==> config.mk <==
export PLATFORM = sky130hd
export DESIGN_NAME = mm4_sat
export DESIGN_NICKNAME = d
export VERILOG_FILES = /design/src/sv/mm4_pkg.sv /design/src/sv/mm4_sat.sv
export SDC_FILE = /design/constraint.sdc
export NUM_CORES = 1
export LEC_CHECK = 0
export BUFFER_PORTS_ARGS = -buffer_cell sky130_fd_sc_hd__buf_4
export CORE_MARGIN = 5
export CORE_UTILIZATION = 22
export DETAILED_ROUTE_END_ITERATION = 8
export PLACE_DENSITY = 0.87
export SLEW_MARGIN = 20
export SYNTH_ARGS = -nofsm -noshare
export SYNTH_HDL_FRONTEND = slang
export SYNTH_SLANG_ARGS = --single-unit
==> constraint.sdc <==
create_clock -name vclk -period 2.85
set_input_delay 0.855 -clock vclk [all_inputs]
set_output_delay 0.855 -clock vclk [all_outputs]
set_load 0.005 [all_outputs]
==> src/sv/mm4_pkg.sv <==
// mm4_pkg: shared types and constants for the 4x4 fixed-point matrix multiply
// no dependencies
package mm4_pkg;
	localparam int DIM_DEF = 4;
	localparam int ELEM_WIDTH_DEF = 32;
	localparam int FRAC_BITS = 16;

	typedef struct packed {
		logic [3:0] position;
		logic signed [31:0] a_element;
		logic signed [31:0] b_element;
		logic last;
	} mm4_in_t;

	typedef struct packed {
		logic [1:0] out_row;
		logic [1:0] out_column;
		logic signed [31:0] product_value;
		logic saturated;
		logic final_result;
	} mm4_out_t;

	typedef enum logic [1:0] {
		ST_IDLE,
		ST_MUL,
		ST_ACC,
		ST_EMIT
	} mm4_state_t;

	typedef struct packed {
		logic clear;
		logic acc_en;
	} mm4_mac_ctl_t;
endpackage

==> src/sv/mm4_sat.sv <==
// mm4_sat: shift, saturate and sign-extend an accumulated dot product
// depends on mm4_pkg
module mm4_sat import mm4_pkg::*; #(
	parameter int ELEM_WIDTH = ELEM_WIDTH_DEF,
	parameter int ACC_WIDTH = 2 * ELEM_WIDTH + 3
) (
	input  logic signed [ACC_WIDTH-1:0] acc,
	output logic signed [31:0] value,
	output logic sat
);
	localparam int SH_WIDTH = ACC_WIDTH - FRAC_BITS;
	logic signed [SH_WIDTH-1:0] sh;
	logic signed [SH_WIDTH-1:0] maxv;
	logic signed [SH_WIDTH-1:0] minv;
	logic signed [ELEM_WIDTH-1:0] v;

	assign sh = SH_WIDTH'(acc >>> FRAC_BITS);
	assign maxv = SH_WIDTH'((64'sd1 <<< (ELEM_WIDTH - 1)) - 64'sd1);
	assign minv = -maxv - SH_WIDTH'(1);

	always_comb begin
		sat = 1'b0;
		v = ELEM_WIDTH'(sh);
		if (sh > maxv) begin
			v = ELEM_WIDTH'(maxv);
			sat = 1'b1;
		end else if (sh < minv) begin
			v = ELEM_WIDTH'(minv);
			sat = 1'b1;
		end
	end

	assign value = 32'(v);
endmodule

== Word level (Yosys, flattened, before mapping) ==
Cells that the tools add are included.
Operators by class
  mux-type cells: 4
  order comparisons: 2
Operators with widths (count)
  $mux W32: 2
  $gt A51 B32 Y1 const B: 1
  $lt A51 B32 Y1 const B: 1
  $mux W1: 2
Word-level totals
  output and inout bits: 33
  flip-flop bits (word level): 0
  bits of input ports: 67
  word-level logic and storage cells: 6

== Longest topological paths before layout ==
  depth in word-level cells: 3
  gate-level depth with buffers: 5
  gate-level depth less buffers: 4

== Worst setup path after synthesis ==
Ideal clock, no wire load.
  path kind: in2out
  start: input port acc[48]
  end: output port value[10]
  arrival: 1.879 ns
  setup slack: 0.116 ns
  stages on the path: 5
  required time: 1.995 ns
  path buffers: 1
  cells stage by stage: nand4_1 > or3_4 > o31ai_4 > buf_6 > a21o_1
Between the ends
  word-level cells in the longest chain between the ends: 3
  elaborated cells on any way between the ends: 4
  classes of those cells: 2 x order compare; 2 x mux
RTL lines
  from (decl): line mm4_sat.sv:7  | input logic signed [ACC_WIDTH-1:0] acc,
  $lt A51 B32 Y1: line mm4_sat.sv:27  | end else if (sh < minv) begin
  $mux W32: line mm4_sat.sv:27
  $mux W32 (*): line mm4_sat.sv:24  | if (sh > maxv) begin
  to (decl): line mm4_sat.sv:8  | output logic signed [31:0] value,
Every way passes the cells marked *; elsewhere a longest branch is shown, timed or not.

== Final worst setup path ==
  start: input port acc[48]
  end: output port value[5]
Same word-level chain as after synthesis.

==> impl_metrics.env <==
export IMPL_finalHoldViolations=0
export IMPL_viasPerCell=4.82
export IMPL_boundaryPins=100
export IMPL_slew_headroom=0.755
export IMPL_gp_congestion=0.767
export IMPL_critical_path_arrival_ps=2090
export IMPL_status="finished, violations left"
export IMPL_yosysWarnings=0
export IMPL_violations="negative setup slack"
export IMPL_final_max_slew_viol_count=0
export IMPL_ir_drop_uv=77.7
export IMPL_antenna_found_initial=0
export IMPL_first_global_vias=815
export IMPL_setup_slack_ps=-99.9
export IMPL_min_path_type="input port to output port"
export IMPL_rows=15
export IMPL_syn_inst=53
export IMPL_yosysSeqAreaShare=0
export IMPL_synth_top_cell_area_share=0.571
export IMPL_grt_ovfl_total=0
export IMPL_track_usage=0.165
export IMPL_synth_cell_area_sq_um=394
export IMPL_cpPeakStageDelay_ps=380
export IMPL_diodes=0
export IMPL_worst_path_most_repeated_cell="buf_4"
export IMPL_drcViolationCount=0
export IMPL_grt_max_degree=33
export IMPL_crit_required_ps=2000
export IMPL_syn_nets=120
export IMPL_num_vias=766
export IMPL_cp_end_kind="output port"
export IMPL_postCtsSetupBuffers=0
export IMPL_post_route_cells_drive_above_1_share=0.724
export IMPL_leakagePower_nw=0.632
export IMPL_synth_area_leaders="a21o_1 (57%), buf_6 (8.6%), nand4_1 (6.3%)"
export IMPL_p_per_area_nw_per_um2=149
export IMPL_crit_slowest_cell="or3_4"
export IMPL_core_area_sq_um=1710
export IMPL_maxCapViolCount=0
export IMPL_fin_nets=203
export IMPL_num_clock_buffers=0
export IMPL_synth_avg_cell_area_sq_um=7.44
export IMPL_die_h_um=52.3
export IMPL_holdBufCountCts=0
export IMPL_start_kind="input port"
export IMPL_firstDrtPassIters=3
export IMPL_worstMarginPinSlew_ps=365
export IMPL_syn_to_final_growth_pct=182
export IMPL_fp_dieW_um=52.3
export IMPL_synth_distinct_cells=13
export IMPL_cp_max_fo=32
export IMPL_grt_pass1_wl_um=3520
export IMPL_path_cells="buf_4 -> nand4_1 -> or3_4 -> o31ai_4 -> buf_12 -> a21o_1 -> buf_4"
export IMPL_fin_crit_sh=1.04
export IMPL_fmax_mhz=339
export IMPL_rsz0062_at_grt="true"
export IMPL_drt_first_iter_violations=9
export IMPL_wl_per_cell_um=14.9
export IMPL_criticalPathCategory="input port to output port"
export IMPL_register_area_sq_um=0
export IMPL_final_cells=159
export IMPL_routed_wl_um=2360
export IMPL_design_seq_count=0
export IMPL_period_needed_ps=2950
export IMPL_initial_core_util=0.231
export IMPL_synth_top_cell_by_area="a21o_1"
export IMPL_whs_ps=1940
export IMPL_drt_antenna_violating_nets=0
export IMPL_die_area_sq_um=2740
export IMPL_finalSetupViolCount=32
export IMPL_post_place_cells=158
export IMPL_port_buffers=84
[layout make-up]
| type | instances | area (sq um) |
|---|---|---|
| repair buffers | 88 | 691 |
| well taps | 25 | 31.3 |
| multi-input cells | 46 | 390 |
| fillers | 152 | 596 |
[metrics by stage]
stage	util	power (W)	setup slack [ps]	area (sq um)	TNS, ps
2_1_floorplan	-	0.0000485	116	394	0
3_3_place_gp	0.621	0.000157	-81.8	1060	-2180
3_5_place_dp	0.621	0.000159	-123	1060	-3370
4_1_cts	0.651	0.000166	-108	1110	-3000
5_1_grt	0.651	0.000179	-175	1110	-5050
6_report	0.651	0.000165	-99.9	1110	-2800
[report_power, final]
| part | internal [W] | switching, W |
|---|---|---|
| sequential | 0 | 0 |
| clock | 0 | 0 |
| combinational | 0.000108 | 0.0000577 |
| total | 0.000108 | 0.0000577 |
[synthesized netlist by cell type]
cell type,count
a21o_2,1
a21o_1,30
or3_4,1
nor4_1,4
nand4_1,4
clkbuf_1,4
and3_1,1
nor3_1,1
a31oi_1,1
buf_6,3
nand3_1,1
nand2b_1,1
o31ai_4,1
[cells by family (layout without fill, tap and decap cells)]
group,count (synthesis),after routing,share of synthesized area
AND/OR/NAND/NOR,13,13,0.213
AO/OA/AOI/OAI,33,33,0.664
buffers and inverters,7,88,0.124
[placed cells by master (no fill, tap or decap)]
master and instances:
a21o_1 30, a21o_2 1, a31oi_4 1, and3_4 1, buf_12 2, buf_2 1
buf_4 83, buf_6 2, nand2b_1 1, nand3_1 1, nand4_1 4, nor3_1 1
nor4_2 4, o31ai_4 1, or3_4 1
[path summary, 6_finish.rpt]
kind | from | end | slack (ps) | depth (start not counted)
hold / removal | acc[66] | value[31] | 1940 | 2
setup / recovery | acc[48] | value[5] | -100 | 7
[per-layer routing]
layer / vias to the layer above / global-route usage / share of wire
met3: 6 / 0.0456 / 0.15
met5: - / 0 / 0
met2: 59 / 0.316 / 0.49
met1: 331 / 0.175 / 0.35
li1: 370 / - / -
met4: 0 / 0.0383 / 0.020
[critical path, delay by kind of cell]
kind,cells,cell delay [ps]
and+or+nand+nor,2,470
buffers and inverters,3,400
AOI/OAI and AO/OA,2,360
[timing repair]
item | in CTS | in global routing
resized for setup | 8 | 0
cloned | 1 | 0
pin swaps | 4 | 0
endpoints found under the setup margin | 32 | 32
Power figures use the tool's default switching activity.
