**src/sv/mm4_pkg.sv**
```systemverilog
// mm4_pkg: shared types and constants for the 4x4 fixed-point matrix multiply
// no dependencies
package mm4_pkg;
	localparam int DIM_DEF = 4;
	localparam int ELEM_WIDTH_DEF = 32;
	localparam int FRAC_BITS = 16;

	typedef struct packed {
		logic [3:0] position;
		logic signed [31:0] a_element;
		logic signed [31:0] b_element;
		logic last;
	} mm4_in_t;

	typedef struct packed {
		logic [1:0] out_row;
		logic [1:0] out_column;
		logic signed [31:0] product_value;
		logic saturated;
		logic final_result;
	} mm4_out_t;

	typedef enum logic [1:0] {
		ST_IDLE,
		ST_MUL,
		ST_ACC,
		ST_EMIT
	} mm4_state_t;

	typedef struct packed {
		logic clear;
		logic acc_en;
	} mm4_mac_ctl_t;
endpackage

```
**src/sv/mm4_mac_cell.sv**
```systemverilog
// mm4_mac_cell: one multiply-accumulate cell of the product chain
// depends on mm4_pkg
module mm4_mac_cell import mm4_pkg::*; #(
	parameter int ELEM_WIDTH = ELEM_WIDTH_DEF,
	parameter int ACC_WIDTH = 2 * ELEM_WIDTH + 3
) (
	input  logic clk,
	input  logic arst_n,
	input  mm4_mac_ctl_t ctl,
	input  logic signed [ELEM_WIDTH-1:0] a,
	input  logic signed [ELEM_WIDTH-1:0] b,
	input  logic signed [ELEM_WIDTH-1:0] b_in,
	output logic signed [ELEM_WIDTH-1:0] b_out,
	output logic signed [ACC_WIDTH-1:0] acc
);
	logic signed [2*ELEM_WIDTH-1:0] prod_s1;
	logic signed [ACC_WIDTH-1:0] acc_q;
	logic signed [ELEM_WIDTH-1:0] b_q;

	always_ff @(posedge clk) begin
		prod_s1 <= a * b;
		b_q <= b_in;
	end

	always_ff @(posedge clk or negedge arst_n) begin
		if (!arst_n) begin
			acc_q <= '0;
		end else if (ctl.clear) begin
			acc_q <= '0;
		end else if (ctl.acc_en) begin
			acc_q <= acc_q + ACC_WIDTH'(prod_s1);
		end
	end

	assign b_out = b_q;
	assign acc = acc_q;
endmodule

```
**config.mk**
```make
export PLATFORM = sky130hd
export DESIGN_NAME = mm4_mac_cell
export DESIGN_NICKNAME = d
export VERILOG_FILES = /design/src/sv/mm4_pkg.sv /design/src/sv/mm4_mac_cell.sv
export SDC_FILE = /design/constraint.sdc
export NUM_CORES = 2
export LEC_CHECK = 0
export ABC_AREA = 0
export BUFFER_PORTS_ARGS = -buffer_cell sky130_fd_sc_hd__buf_2
export CORE_ASPECT_RATIO = 1.5
export CORE_MARGIN = 2
export CORE_UTILIZATION = 35
export DETAILED_ROUTE_END_ITERATION = 16
export GPL_ROUTABILITY_DRIVEN = 0
export GPL_TIMING_DRIVEN = 1
export PLACE_DENSITY = 0.56
export SYNTH_ARGS = -nofsm -noshare
export SYNTH_HDL_FRONTEND = slang
export SYNTH_SLANG_ARGS = --single-unit
```
**constraint.sdc**
```tcl
create_clock -name clk -period 4.2 [get_ports clk]
set_input_delay 0 -clock clk [delete_from_list [all_inputs] [get_ports clk]]
set_output_delay 0 -clock clk [all_outputs]
set_load 0.02 [all_outputs]
```
; ---- Yosys cells after proc, flatten, opt, wreduce, memory -nomap -nowiden
; Index checks and enable logic that the tools add are counted.
; Widths: inputs -> output; s select.
[op_classes]
n_addsub = 1
reduce_logical = 1
order_cmp = 0
mul = 1
mux = 2
n_shift = 0
div = 0
eq_ne = 0
bitwise = 0
[ops]
columns = op, count
row1 = $mux 67, 2
row2 = $add 67x64->67, 1
row3 = $mul 32x32->64, 1
row4 = $reduce_bool 2->1, 1
[word_totals]
mem_bits_ro = 0
memories = 0
ff_bits = 163
ram_bits = 0
latch_bits = 0

; ---- Longest topological paths before layout
[depth]
ltp_word = 3
depth_mapped = 29
depth_no_buf = 28

; ---- Worst setup path before layout
; No wires, ideal clock.
[synth_path]
path_kind = input -> register
start = input port a[31]
end = register prod_s1[57]
t_required_ns = 4.079
t_arrival_ns = 7.296
setup_time_ns = 0.121
stages = 26
path_buffers = 1
slack_ns = -3.217
cell_sequence = clkbuf_1 -> nand2_1 -> inv_1 -> fa_1 -> inv_1 -> fa_1 -> fa_1 -> inv_1 -> fa_1 -> inv_1 -> fa_1 -> inv_1 -> fa_1 -> fa_1 -> fa_1 -> ha_1 -> nand3_1 -> or3_1 -> nor3_1 -> a31oi_1 -> o211ai_1 -> a31oi_1 -> o21ai_1 -> and2_1 -> a41oi_1 -> xnor2_1
[synth_between]
elab_chain_len = 1
[synth_rtl]
columns = item, line
row1 = from (decl), mm4_mac_cell.sv:10  ; input logic signed [ELEM_WIDTH-1:0] a,
row2 = $mul 32x32->64, mm4_mac_cell.sv:21  ; prod_s1 <= a * b;
row3 = to (signal assigned), mm4_mac_cell.sv:21
row4 = to (decl), mm4_mac_cell.sv:16  ; logic signed [2*ELEM_WIDTH-1:0] prod_s1;
; No other way between the ends.
; A chain may end at the register's enable or synchronous reset.

; ---- Worst setup path after layout
[layout_path]
start = input port a[31]
end = register prod_s1[61]
; The elaborated chain is that of the path after synthesis.

==> impl_metrics.env <==
export IMPL_outcome="finished with violations"
export IMPL_violations="setup timing"
export IMPL_async_flop_share_pct=41.1
export IMPL_synth_cell_types=82
export IMPL_first_pass_iters=5
export IMPL_grt_pass1_wl_um=208000
export IMPL_cp_start_kind="input port"
export IMPL_numPortBuffers=198
export IMPL_core_area_sq_um=125000
export IMPL_synth_top_cell_area_share_pct=49.1
export IMPL_slew_headroom_pct=37.9
export IMPL_fin_crit_ns=6.78
export IMPL_start_util_pct=35.3
export IMPL_fmax_ghz=0.147
export IMPL_hold_violations=0
export IMPL_synthAdderAreaFrac_pct=56.2
export IMPL_design_area_sq_um=54500
export IMPL_fin_ws_ns=-2.58
export IMPL_worstHoldPathType="input port to flop"
export IMPL_worstPathMaxFanout=7
export IMPL_final_nets=6689
export IMPL_antenna_left=0
export IMPL_die_x_um=294
export IMPL_finalSetupViolCount=55
export IMPL_path_clk_slew_ns=0.07
export IMPL_tightest_slew_ns=0.931
export IMPL_path_class="input port to flop"
export IMPL_cts_tree="built"
export IMPL_tns_ns=-100.19
export IMPL_clkLatencyLatePin_ns=0.45
export IMPL_r2r_slack_ns=0.37
export IMPL_syn_inst=4675
export IMPL_ys_seq_area_share_pct=8.15
export IMPL_synth_ff_latch_count=163
export IMPL_dieArea_sq_um=129000
export IMPL_synth_compound_area_share_pct=6.88
export IMPL_yosys_warnings=0
export IMPL_instances_no_fill=6879
export IMPL_synth_simple_area_share_pct=15.1
export IMPL_syn_area_sq_um=44200
export IMPL_cts_sinks=163
export IMPL_fin_crit_sh_pct=162
export IMPL_cts_root_buf="clkbuf_16"
export IMPL_synth_edf_count=0
export IMPL_grtUsageTotal_pct=21.1
export IMPL_dpl_cell_area_sq_um=50900
export IMPL_io_pins=199
export IMPL_synth_top_family_by_area="adder cells"
export IMPL_area_growth_pct=23.4
export IMPL_rows=159
export IMPL_synth_largest_area_cell="fa_1"
export IMPL_drc_errors=0
export IMPL_numCtsBuffers=17
export IMPL_htreeDepth=4
export IMPL_maxCapViolations=0
export IMPL_die_h_um=439
export IMPL_detail_route_vias_per_cell=4.86
export IMPL_slew_viol_final=0
export IMPL_synth_area_mux_share_pct=0.793
export IMPL_dp_hpwl_um=116000
export IMPL_netlist_top_cells_count="1083 x fa_1, 993 x inv_1, 567 x nand2_1"
export IMPL_synthesis_nets=6108
export IMPL_clock_skew_ns=0.0159
export IMPL_numPlacedInstances=6734
export IMPL_ys_flop_type="dfxtp_1"
export IMPL_synth_xor_area_share_pct=2.50
export IMPL_grt_max_degree=68
export IMPL_required_ns=4.58
export IMPL_avgSynthCellArea_sq_um=9.45
export IMPL_routed_wl_um=133000
export IMPL_synth_area_top_cells="fa_1 49%, inv_1 8.4%, and2_1 7.5%"
export IMPL_num_vias=33400
export IMPL_first_iter_violations=1212
export IMPL_cp_end_kind="flop"
export IMPL_yosysMostFrequentCell="fa_1"
export IMPL_rsz0062_at_grt="yes"
export IMPL_crit_arrival_ns=7.17
export IMPL_drive_above_1_share_pct=21.7
export IMPL_grt_pass1_vias=38200
export IMPL_wire_per_inst_um=19.4
export IMPL_antenna_found_initial=2
export IMPL_antenna_cells=0
export IMPL_clockBufferDepth=2
export IMPL_grt_overflow_total=0
sequential cells by signal, summed over array words and instances, names as in the netlist:
register / count
prod_s1: 64
acc: 67
b_out: 32
final timing paths:
path | start | end | depth (start not counted)
max | a[31] | prod_s1[61] | 26
min | ctl[1] | acc[63] | 2
max reg2reg | acc[0] | acc[64] | 13
min reg2reg | acc[66] | acc[66] | 2
max in group asynchronous | arst_n | acc[4] | 3
min in group asynchronous | arst_n | acc[63] | 3
cell families (layout without fill, tap and decap cells):
logic type	after synthesis	after routing
multiplexers	35	35
AND/OR/NAND/NOR	1353	1353
XOR/XNOR	126	126
buffers and inverters	1223	1817
adder cells (fa/ha/maj)	1333	1333
flip-flops	163	163
AO/OA/AOI/OAI	442	442
metrics by stage:
step | util [%] | hold WS, ns | setup slack, ns
after floorplan | - | -0.296 | -2.85
after global placement | 40.7 | 0.102 | -3.45
after detailed placement | 40.7 | 0.104 | -3.51
after CTS | 42.8 | 0.0490 | -2.57
after global routing | 43.6 | 0.0737 | -2.89
final | 43.6 | 0.0653 | -2.58
cells in the final DEF (no fill, tap or decap), drive strengths merged, types with 92 or more instances in the layout:
cell and count:
a21oi 143, and2 527, buf 753, dfxtp 96, fa 1083, ha 250
inv 999, nand2 567, nor2 137, xnor2 92
layer usage:
metal | global-route usage, % | vias up | wire [um]
met5 | 0 | - | 0
met4 | 11.6 | 0 | 8920
met3 | 1.68 | 302 | 3160
met2 | 42.7 | 662 | 77800
met1 | 20.7 | 17400 | 43200
li1 | - | 15100 | -
what timing repair did:
item | CTS | global route
pin swaps | 139 | 155
setup buffers | 47 | 38
cloned | 3 | 0
gates resized for setup | 346 | 174
hold endpoints to repair | 99 | 0
setup endpoints to repair | 56 | 56
hold buffers | 33 | 0
area by class of cell:
type                    count  area (sq um)
clock buffers              17           425
repair buffers            791          6870
fillers                 12200         70600
multi-input cells        3289         37700
clock inverters            15           186
well taps                1610          2010
flip-flops and latches    163          3600
inverters                 994          3740
worst max-delay path, cell delays in order:
cell and delay (ns):
buf_12 0.12, buf_12 0.15, nand2_8 0.08, inv_4 0.04
fa_2 0.58, fa_1 0.46, fa_2 0.69, buf_4 0.16
fa_1 0.43, fa_1 0.50, fa_1 0.58, fa_1 0.46
fa_1 0.55, ha_4 0.29, and3_4 0.17, and3_4 0.18
nand4_1 0.14, o211ai_1 0.22, nor2_2 0.10, o211ai_1 0.31
a31oi_2 0.16, o21ai_2 0.23, buf_4 0.15, a31oi_4 0.06
o21bai_1 0.17, xor2_1 0.14
Power is not shown: default switching activity piles up to over one toggle a cycle in this logic, so the estimate is an artifact.
